**config.mk**
```make
export PLATFORM = sky130hd
export DESIGN_NAME = afc_plane_regs
export DESIGN_NICKNAME = d
export VERILOG_FILES = /design/src/afc_pkg.sv /design/src/afc_plane_regs.sv
export SDC_FILE = /design/constraint.sdc
export NUM_CORES = 1
export LEC_CHECK = 0
export ABC_CLOCK_PERIOD_IN_PS = 800
export BUFFER_PORTS_ARGS = -buffer_cell sky130_fd_sc_hd__buf_4
export CORE_MARGIN = 2
export CORE_UTILIZATION = 47
export CTS_CLUSTER_DIAMETER = 50
export DETAILED_ROUTE_END_ITERATION = 16
export GPL_ROUTABILITY_DRIVEN = 0
export PLACE_DENSITY = 0.88
export SYNTH_ARGS = -nofsm -noshare
export SYNTH_HDL_FRONTEND = slang
export SYNTH_SLANG_ARGS = --single-unit
```
**constraint.sdc**
```tcl
create_clock -name clk -period 0.8 [get_ports clk]
set_input_delay 0.12 -clock clk [delete_from_list [all_inputs] [get_ports clk]]
set_output_delay 0.12 -clock clk [all_outputs]
set_load 0.05 [all_outputs]
```
**src/afc_pkg.sv**
```systemverilog
`default_nettype none

package afc_pkg;

	localparam int NUM_PLANES    = 6;
	localparam int COORD_BITS    = 20;
	localparam int REG_COUNT     = 6;
	localparam int N_BITS        = 14;
	localparam int D_BITS        = 22;
	localparam int D_SHIFT       = 12;
	localparam int NX_LSB        = 0;
	localparam int NY_LSB        = 14;
	localparam int NZ_LSB        = 28;
	localparam int D_LSB         = 42;
	localparam int CFG_DATA_BITS = 64;
	localparam int CFG_IDX_BITS  = 3;
	localparam int PROD_BITS     = N_BITS + COORD_BITS;
	localparam int DTERM_BITS    = D_BITS + D_SHIFT;
	localparam int DIST_BITS     = ((PROD_BITS > DTERM_BITS) ? PROD_BITS : DTERM_BITS) + 2;

	typedef logic signed [COORD_BITS-1:0] coord_t;
	typedef logic signed [N_BITS-1:0]     norm_t;
	typedef logic signed [D_BITS-1:0]     offs_t;
	typedef logic signed [PROD_BITS-1:0]  prod_t;
	typedef logic signed [DIST_BITS-1:0]  dist_t;
	typedef logic [CFG_DATA_BITS-1:0]     plane_t;

	typedef struct packed {
		logic                     en;
		logic [CFG_IDX_BITS-1:0]  index;
		logic [CFG_DATA_BITS-1:0] data;
	} cfg_wr_t;

endpackage

`default_nettype wire

```
**src/afc_plane_regs.sv**
```systemverilog
`default_nettype none

module afc_plane_regs (
	input  wire logic             clk,
	input  wire logic             arst_n,
	input  wire afc_pkg::cfg_wr_t cfg,
	output afc_pkg::plane_t       planes [afc_pkg::NUM_PLANES]
);

	afc_pkg::plane_t regs_q [afc_pkg::REG_COUNT];

	always_ff @(posedge clk or negedge arst_n) begin
		if (!arst_n) begin
			for (int i = 0; i < afc_pkg::REG_COUNT; i++) begin
				regs_q[i] <= '0;
			end
		end else begin
			for (int i = 0; i < afc_pkg::REG_COUNT; i++) begin
				if (cfg.en && cfg.index == afc_pkg::CFG_IDX_BITS'(i)) begin
					regs_q[i] <= cfg.data;
				end
			end
		end
	end

	// planes without a register read as zero and never cull
	for (genvar p = 0; p < afc_pkg::NUM_PLANES; p++) begin : g_plane
		if (p < afc_pkg::REG_COUNT) begin : g_reg
			assign planes[p] = regs_q[p];
		end else begin : g_zero
			assign planes[p] = '0;
		end
	end

endmodule

`default_nettype wire

```
==> impl_results.md <==
* Reg-to-Reg End: planes[286]
* Sequential power share at 30.7%
* Syn nets at 886
* Post-synth top area share at 62.6%
* Most frequent cells in the layout: 642 x buf_6, 332 x mux2_4, 255 x dfrtp_1
* Worst path slowest cell: dfrtp_1
* Ports at 454
* Reg2Reg Depth at 3
* Largest net degree at the start of global routing at 35
* Final Cycle Share at 166%
* Clock power share at 23.0%
* CP peak stage delay at 0.47 ns
* WP data arrival at 1.20 ns
* Vias at 12400
* Worst Setup EP: planes[286]
* #FFs+latches synth at 384
* Layout cells sized above 1 at 81.2%
* Core ar. at 32400 um^2
* Chip height at 185 um
* Largest buffer count on any clock path at 3
* CTS tree: yes
* RSZ-0062 raised after global routing: true
* Setup Skew at 0 ns
* PortBufs at 453
* Worst EP required at 0.68 ns
* Horiz. Die Dim at 185 um
* Diodes inserted at 0
* # clock sinks at 384
* Vias in the first global route at 13200
* Mapped Cells at 816
* Worst R2R Start: planes[286]
* Initial antenna violation count at 0
* Worst setup margin at -0.525 ns
* Net Sw Frac at 39.9%
* Post-layout minimum cycle time at 1.32 ns
* Utilization after layout at 87.2%
* CP Launch Point: planes[286]
* Final hold vios at 0
* Nets at 1812
* R2R Setup Slk at -0.33 ns
* DRT antenna net count at 0
* XOR/XNOR Fraction of Synth Area at 0%
* Min-Delay Path Class: input port to asynchronous set/reset pin
* Num rows at 66
* Crit path depth at 1
* Fmax achieved at 755 MHz
* First-pass GRT wire length at 89100 um
* DRC Markers at 0
* Largest family of logic cells by synthesized area: multiplexers
* Lkg Pwr at 13.6 nW
* Pre-antenna DRT Iters at 5
* Crit path cell chain: buf_6
* Sw Pwr at 37.4 mW
* Warnings, synthesis at 0
* Most common cell after layout, fill and taps aside: buf_6
* Synth Area in Simple Gates at 0.457%
* Largest register FFs at 384
* Adder-cell share of the synthesized area at 0%
* Status: complete, but fails checks
* Die area at 34100 um^2
* Vias per inst at 5.61
* Critical path startpoint category: flip-flop
* Netlist cell types at 10
* Pwr Total at 93.8 mW
* Root buf cell: clkbuf_16
* Top post-synthesis cells by area: dfrtp_1 63%, mux2_4 19%, mux2_2 14%
* Biggest area consumer among synthesized cells: dfrtp_1
* Worst slew pin tran at 0.244 ns
* Int Pwr at 56.4 mW
* Critical path's top delay family: flip-flops
* Max Cap Violations at 0
* Peak VDD IR at 3.06 mV
* Area grow syn2layout at 84.0%
* Max transition margin at 83.7%
* Min Hold Slack at 0.00655 ns
* Routed WL at 72300 um
* Starting Density at 47.4%
* Final-report max-slew violation count at 0
* Worst-Skew Late Latency at 0.52 ns
* Failing checks: negative setup slack
* Combinational Power Share at 46.3%
* GRT Total Usage at 35.9%
* Clock transition at path regs at 0.07 ns
* Compound-Gate Fraction of Synth Area at 0%
* GRT overflow at 0
* # setup viols final at 767
* Seq/Total Area, Yosys at 62.6%
* WP buf/inv at 1
* Avg Inst Size Synth at 18.8 um^2
* Starting DRT DRC Count at 783
* Setup CP Type: flip-flop to output port
* CTS buffer count at 42
* Power Dens Cells at 3320 nW/um^2
* Largest fanout on the critical path at 2
* Wire per inst at 32.6 um
* Mux contribution to synthesized area at 32.8%
* Hpwl dp at 29600 um
* H-tree Lvls at 2
* Post-Syn Area at 15300 um^2
* Endpoint type of the worst setup path: output port
## per-stage QoR
stage	cells	setup WS (ns)	setup TNS [ns]	cell area [um^2]
finish	2217	-0.525	-212.93	28200
global route	2217	-0.515	-222.14	28200
CTS	2108	-0.484	-190.92	26300
detailed placement	1749	-0.697	-221.32	20100
global placement	1749	-0.652	-215.03	20100
floorplan	816	-0.365	-109.93	15800
## worst min-delay path by stage
| stage | start | to |
|---|---|---|
| detailed placement | arst_n | planes[212] |
| global placement | arst_n | planes[212] |
| finish | arst_n | planes[147] |
| global route | arst_n | planes[147] |
| CTS | arst_n | planes[212] |
| floorplan | arst_n | planes[0] |
## area by class of cell
type	instances	area, um^2
timing repair buffer	924	10800
clock inverter	17	288
fill	1111	4140
tap	442	553
sequential	384	9770
multi-input combinational	390	5660
clock buffer	60	1190
## synthesized netlist by cell type
library cell  number
and4bb_1           3
buf_12            24
buf_2              2
buf_4             12
buf_6              4
dfrtp_1          384
mux2_2           194
mux2_4           190
nand4b_1           2
nor4b_2            1
## cell families after synthesis
family / after synthesis
flops: 384
buf+inv: 42
simple gates: 6
mux: 384
## what timing repair did
action                     4_1_cts  5_1_grt
resized for setup              526      303
pin swaps                        2        4
buffers inserted               196      167
setup endpoints to repair      653      768
gates cloned                    21       12
hold endpoints to repair       768        0
hold buffers                    65        0
## power groups by stage
| stage | combinational, mW | clock (mW) | sequential (mW) |
|---|---|---|---|
| after floorplan | 5.83 | 0 | 41.8 |
| after global placement | 30.5 | 0 | 26.8 |
| after CTS | 38.1 | 20.8 | 27.5 |
| after detailed placement | 31.1 | 0 | 27.0 |
| after global routing | 44.2 | 22.5 | 29.0 |
| final | 43.4 | 21.6 | 28.8 |
## metal layers
metal | track usage, % | up-vias | wire [um]
met1 | 38.5 | 6422 | 23700
li1 | - | 4754 | -
met3 | 7.55 | 398 | 5360
met5 | 0 | - | 0
met2 | 64.5 | 866 | 36600
met4 | 22.2 | 0 | 6670
## worst register-to-register path, cell delays in order, from the launching register on
cell	delay, ns
dfrtp_1	0.46
buf_6	0.16
buf_6	0.11
mux2_4	0.29
(Power assumes the default switching activity.)
