## config.mk

```make
export PLATFORM = sky130hd
export DESIGN_NAME = afc_plane_eval
export DESIGN_NICKNAME = d
export VERILOG_FILES = /design/src/afc_pkg.sv /design/src/afc_plane_eval.sv
export SDC_FILE = /design/constraint.sdc
export NUM_CORES = 2
export LEC_CHECK = 0
export ABC_AREA = 1
export BUFFER_PORTS_ARGS = -buffer_cell sky130_fd_sc_hd__buf_4
export CAP_MARGIN = 10
export CELL_PAD_IN_SITES_DETAIL_PLACEMENT = 0
export CELL_PAD_IN_SITES_GLOBAL_PLACEMENT = 1
export CORE_UTILIZATION = 53
export DETAILED_ROUTE_END_ITERATION = 12
export PLACE_DENSITY = 0.92
export SETUP_SLACK_MARGIN = 0.5
export SLEW_MARGIN = 10
export SYNTH_ARGS = -nofsm -noshare
export SYNTH_HDL_FRONTEND = slang
export SYNTH_SLANG_ARGS = --single-unit
export TNS_END_PERCENT = 20
```

## constraint.sdc

```tcl
create_clock -name clk -period 17.2 [get_ports clk]
set_input_delay 2.58 -clock clk [delete_from_list [all_inputs] [get_ports clk]]
set_output_delay 2.58 -clock clk [all_outputs]
set_load 0.01 [all_outputs]
```

## src/afc_pkg.sv

```systemverilog
`default_nettype none

package afc_pkg;

	localparam int NUM_PLANES    = 6;
	localparam int COORD_BITS    = 20;
	localparam int REG_COUNT     = 6;
	localparam int N_BITS        = 14;
	localparam int D_BITS        = 22;
	localparam int D_SHIFT       = 12;
	localparam int NX_LSB        = 0;
	localparam int NY_LSB        = 14;
	localparam int NZ_LSB        = 28;
	localparam int D_LSB         = 42;
	localparam int CFG_DATA_BITS = 64;
	localparam int CFG_IDX_BITS  = 3;
	localparam int PROD_BITS     = N_BITS + COORD_BITS;
	localparam int DTERM_BITS    = D_BITS + D_SHIFT;
	localparam int DIST_BITS     = ((PROD_BITS > DTERM_BITS) ? PROD_BITS : DTERM_BITS) + 2;

	typedef logic signed [COORD_BITS-1:0] coord_t;
	typedef logic signed [N_BITS-1:0]     norm_t;
	typedef logic signed [D_BITS-1:0]     offs_t;
	typedef logic signed [PROD_BITS-1:0]  prod_t;
	typedef logic signed [DIST_BITS-1:0]  dist_t;
	typedef logic [CFG_DATA_BITS-1:0]     plane_t;

	typedef struct packed {
		logic                     en;
		logic [CFG_IDX_BITS-1:0]  index;
		logic [CFG_DATA_BITS-1:0] data;
	} cfg_wr_t;

endpackage

`default_nettype wire

```

## src/afc_plane_eval.sv

```systemverilog
`default_nettype none

module afc_plane_eval (
	input  wire logic            clk,
	input  wire afc_pkg::plane_t plane,
	input  wire afc_pkg::coord_t lo [3],
	input  wire afc_pkg::coord_t hi [3],
	output logic                 neg_s3
);

	afc_pkg::norm_t n [3];
	afc_pkg::offs_t d;
	afc_pkg::coord_t sel [3];
	afc_pkg::prod_t prod_s2 [3];
	afc_pkg::dist_t dterm_s2;
	afc_pkg::dist_t dist_sum;

	assign n[0] = afc_pkg::norm_t'(plane[afc_pkg::NX_LSB +: afc_pkg::N_BITS]);
	assign n[1] = afc_pkg::norm_t'(plane[afc_pkg::NY_LSB +: afc_pkg::N_BITS]);
	assign n[2] = afc_pkg::norm_t'(plane[afc_pkg::NZ_LSB +: afc_pkg::N_BITS]);
	assign d    = afc_pkg::offs_t'(plane[afc_pkg::D_LSB +: afc_pkg::D_BITS]);

	// positive vertex: max corner where the normal component is not negative
	always_comb begin
		for (int a = 0; a < 3; a++) begin
			sel[a] = n[a][afc_pkg::N_BITS-1] ? lo[a] : hi[a];
		end
	end

	always_ff @(posedge clk) begin
		for (int a = 0; a < 3; a++) begin
			prod_s2[a] <= afc_pkg::prod_t'(n[a]) * afc_pkg::prod_t'(sel[a]);
		end
		dterm_s2 <= afc_pkg::dist_t'(d) <<< afc_pkg::D_SHIFT;
	end

	assign dist_sum = afc_pkg::dist_t'(prod_s2[0]) + afc_pkg::dist_t'(prod_s2[1])
		+ afc_pkg::dist_t'(prod_s2[2]) + dterm_s2;

	always_ff @(posedge clk) begin
		neg_s3 <= dist_sum[afc_pkg::DIST_BITS-1];
	end

endmodule

`default_nettype wire

```

==> results.ini <==
[run_status]
status = completed

[layout]
n_antenna_cell = 0
syn2layout_area_growth_pct = 7.31
layout_commonest_cell = inv_1
layout.nets = 6022
layout_common_cells = inv_1, nand2_1, fa_1
layout.cells.non_filler = 5644
drive_gt1_share_pct = 6.77

[place]
place_hpwl_mm = 84.2
place.gp.congestion = 0.953
place.port_buffers = 185
place_inst = 5612
place_ws_ns = 8.14

[critical_path]
reg2reg_slack_ns = 14.19
cp_common_cell = fa_1
arrival_ns = 9.00
r2r-start = dterm_s2[33]$_DFF_P_
cp_top_family = adder cells
path_buf_inv = 7
crit_path_end_kind = flop
max_stage_delay_ns = 0.79
crit_chain = buf_4 > inv_2 > nor2_1 > nor2_2 > inv_2 > nor2_1 > inv_1 > fa_1 > fa_1 > inv_1 > fa_1 > fa_1 > fa_1 > inv_1 > fa_1 > inv_1 > ha_1 > nand2_1 > nor2_1 > nand2_1 > nor4_1 > nand2_1 > nand4_1 > nand2_1
worstPathMaxFanout = 22
reg2reg_depth = 12
worstSetupPathType = in -> reg
cp.required_ns = 17.50
start_kind = input port
cpMaxStageDelayCell = fa_1
timing.rr.end = neg_s3$_DFF_P_

[grt]
groute.usage.overall_pct = 28.1
antenna_found_initial = 0
grt_first_pass_wirelength_mm = 157
grt_overflow_total = 0
grt_pass1_vias = 30328
grt_max_degree = 26

[yosys]
synth_area_sq_um = 37000
synthFlopType = dfxtp_1
yosys_register_bits = 125
ys.warnings.count = 0
avgSynthCellArea_sq_um = 8.04
syn-num-nets = 5927
yosysSeqAreaShare_pct = 6.76
synth_cells = 4605
ys_types = 41
synth_edf_count = 0
ys_async_sr_fraction_pct = 0

[routing]
wl_per_cell_um = 16.6
finalWirelength_mm = 94.0
dr.pass1.iters = 5
via_per_inst = 5.14
route.detailed.drc = 0
vias = 29009
detail-route-antenna-nets = 0
drt_iter0_markers = 2033

[timing]
finalSetupTns_ns = 0
fin_crit_sh_pct = 50.5
fmax_mhz = 115
hold_violations = 0
skew_ns = 0.00759
finalSetupViolations = 0
slew_headroom_pct = 50.0
worst_pin_slew_ns = 0.750
setup_ws_ns = 8.51
slew_violations = 0
rsz0062_at_grt = no
fin_hold_ws_ns = 0.910
min_period_ns = 8.69

[hold_path]
worstHoldEndpoint = neg_s3$_DFF_P_
whs_path_depth = 5
hold_path_class = reg -> reg
hp-start = prod_s2[0][68]$_DFF_P_

[clock_tree]
clockBufferDepth = 2
clkTransAtPathRegs_ns = 0.06
cts_resized = 0
cts_setup_buffers = 0
cts_tree = yes
cts_max_level = 4
cts_num_sinks = 125
cts_buffers = 17
hold_buffers = 0
insertion_delay_ns = 0.42
root_buffer = clkbuf_16

[flow_run]
drv_cap = 0

[floorplanning]
rows = 96
coreArea_sq_um = 68800
fp.dieH_um = 266
dieArea_sq_um = 70900
die_w_um = 266
ioPinCount = 186
initial_utilization_pct = 53.8

-- how the worst max path moves through the flow --
| stage | cells past startpoint | from | to |
|---|---|---|---|
| 2_1_floorplan | 31 | plane[13] | prod_s2[0][33]$_DFF_P_ |
| 6_report | 24 | plane[41] | prod_s2[0][96]$_DFF_P_ |
| 3_5_place_dp | 24 | plane[41] | prod_s2[0][96]$_DFF_P_ |
| 4_1_cts | 24 | plane[41] | prod_s2[0][96]$_DFF_P_ |
| 5_1_grt | 24 | plane[27] | prod_s2[0][65]$_DFF_P_ |
| 3_3_place_gp | 24 | plane[41] | prod_s2[0][96]$_DFF_P_ |
-- through the flow --
step	utilization, %	cell area [sq um]
2_1_floorplan	-	37000
3_3_place_gp	56.8	39100
3_5_place_dp	56.8	39100
4_1_cts	57.7	39700
5_1_grt	57.7	39700
6_report	57.7	39700
-- flip-flops by register name, indices dropped and copies added (netlist names) --
signal / count
prod_s2: 102
dterm_s2: 22
neg_s3: 1
-- cells in the mapped netlist, drive strengths merged (12+ instances only) --
master	number	area, sq um
ha	280	3500
nor2	664	2500
nand4	35	219
nand2	900	3410
o21ai	59	348
nand3	87	435
xnor2	18	158
nor3	25	150
fa	857	17200
a21oi	117	597
inv	1176	4420
clkinv	12	45.0
buf	65	377
clkbuf	50	188
dfxtp	125	2500
xor2	53	464
or2	52	335
-- logic make-up (layout without fill, tap and decap cells) --
kind of cell | count (synthesis) | in the layout | synth area share [%]
flops | 125 | 125 | 6.76
fa+ha+maj | 1137 | 1137 | 55.8
xor+xnor | 71 | 71 | 1.68
compound gates | 194 | 194 | 2.92
simple gates | 1775 | 1775 | 19.3
buf+inv | 1303 | 1411 | 13.6
-- cell type report --
| type | instances | area [sq um] |
|---|---|---|
| Multi-Input combinational cell | 3177 | 29500 |
| Timing Repair Buffer | 191 | 1430 |
| Sequential cell | 125 | 2500 |
| Clock inverter | 15 | 245 |
| Inverter | 1188 | 4460 |
| Clock buffer | 17 | 425 |
| Fill cell | 6404 | 29100 |
| Tap cell | 931 | 1160 |
-- layer usage --
layer,track usage (%),vias to the layer above,share of wire (%)
li1,-,13466,-
met1,40.6,14494,44
met2,46.0,930,47
met3,3.02,119,6.6
met4,5.78,0,2.2
met5,0,-,0
-- worst reg2reg max path, cell delays in order (launching register included) --
cell and delay (ns):
dfxtp_1 0.32, fa_1 0.60, inv_1 0.07, fa_1 0.51, inv_1 0.05, ha_1 0.29, nand2_1 0.07, nor2_1 0.15
nand4_1 0.16, nor2_1 0.27, nand3_1 0.14, nand4_1 0.14, nand2_1 0.10
Power is not shown: default switching activity piles up to over one toggle a cycle in this logic, so the estimate is an artifact.
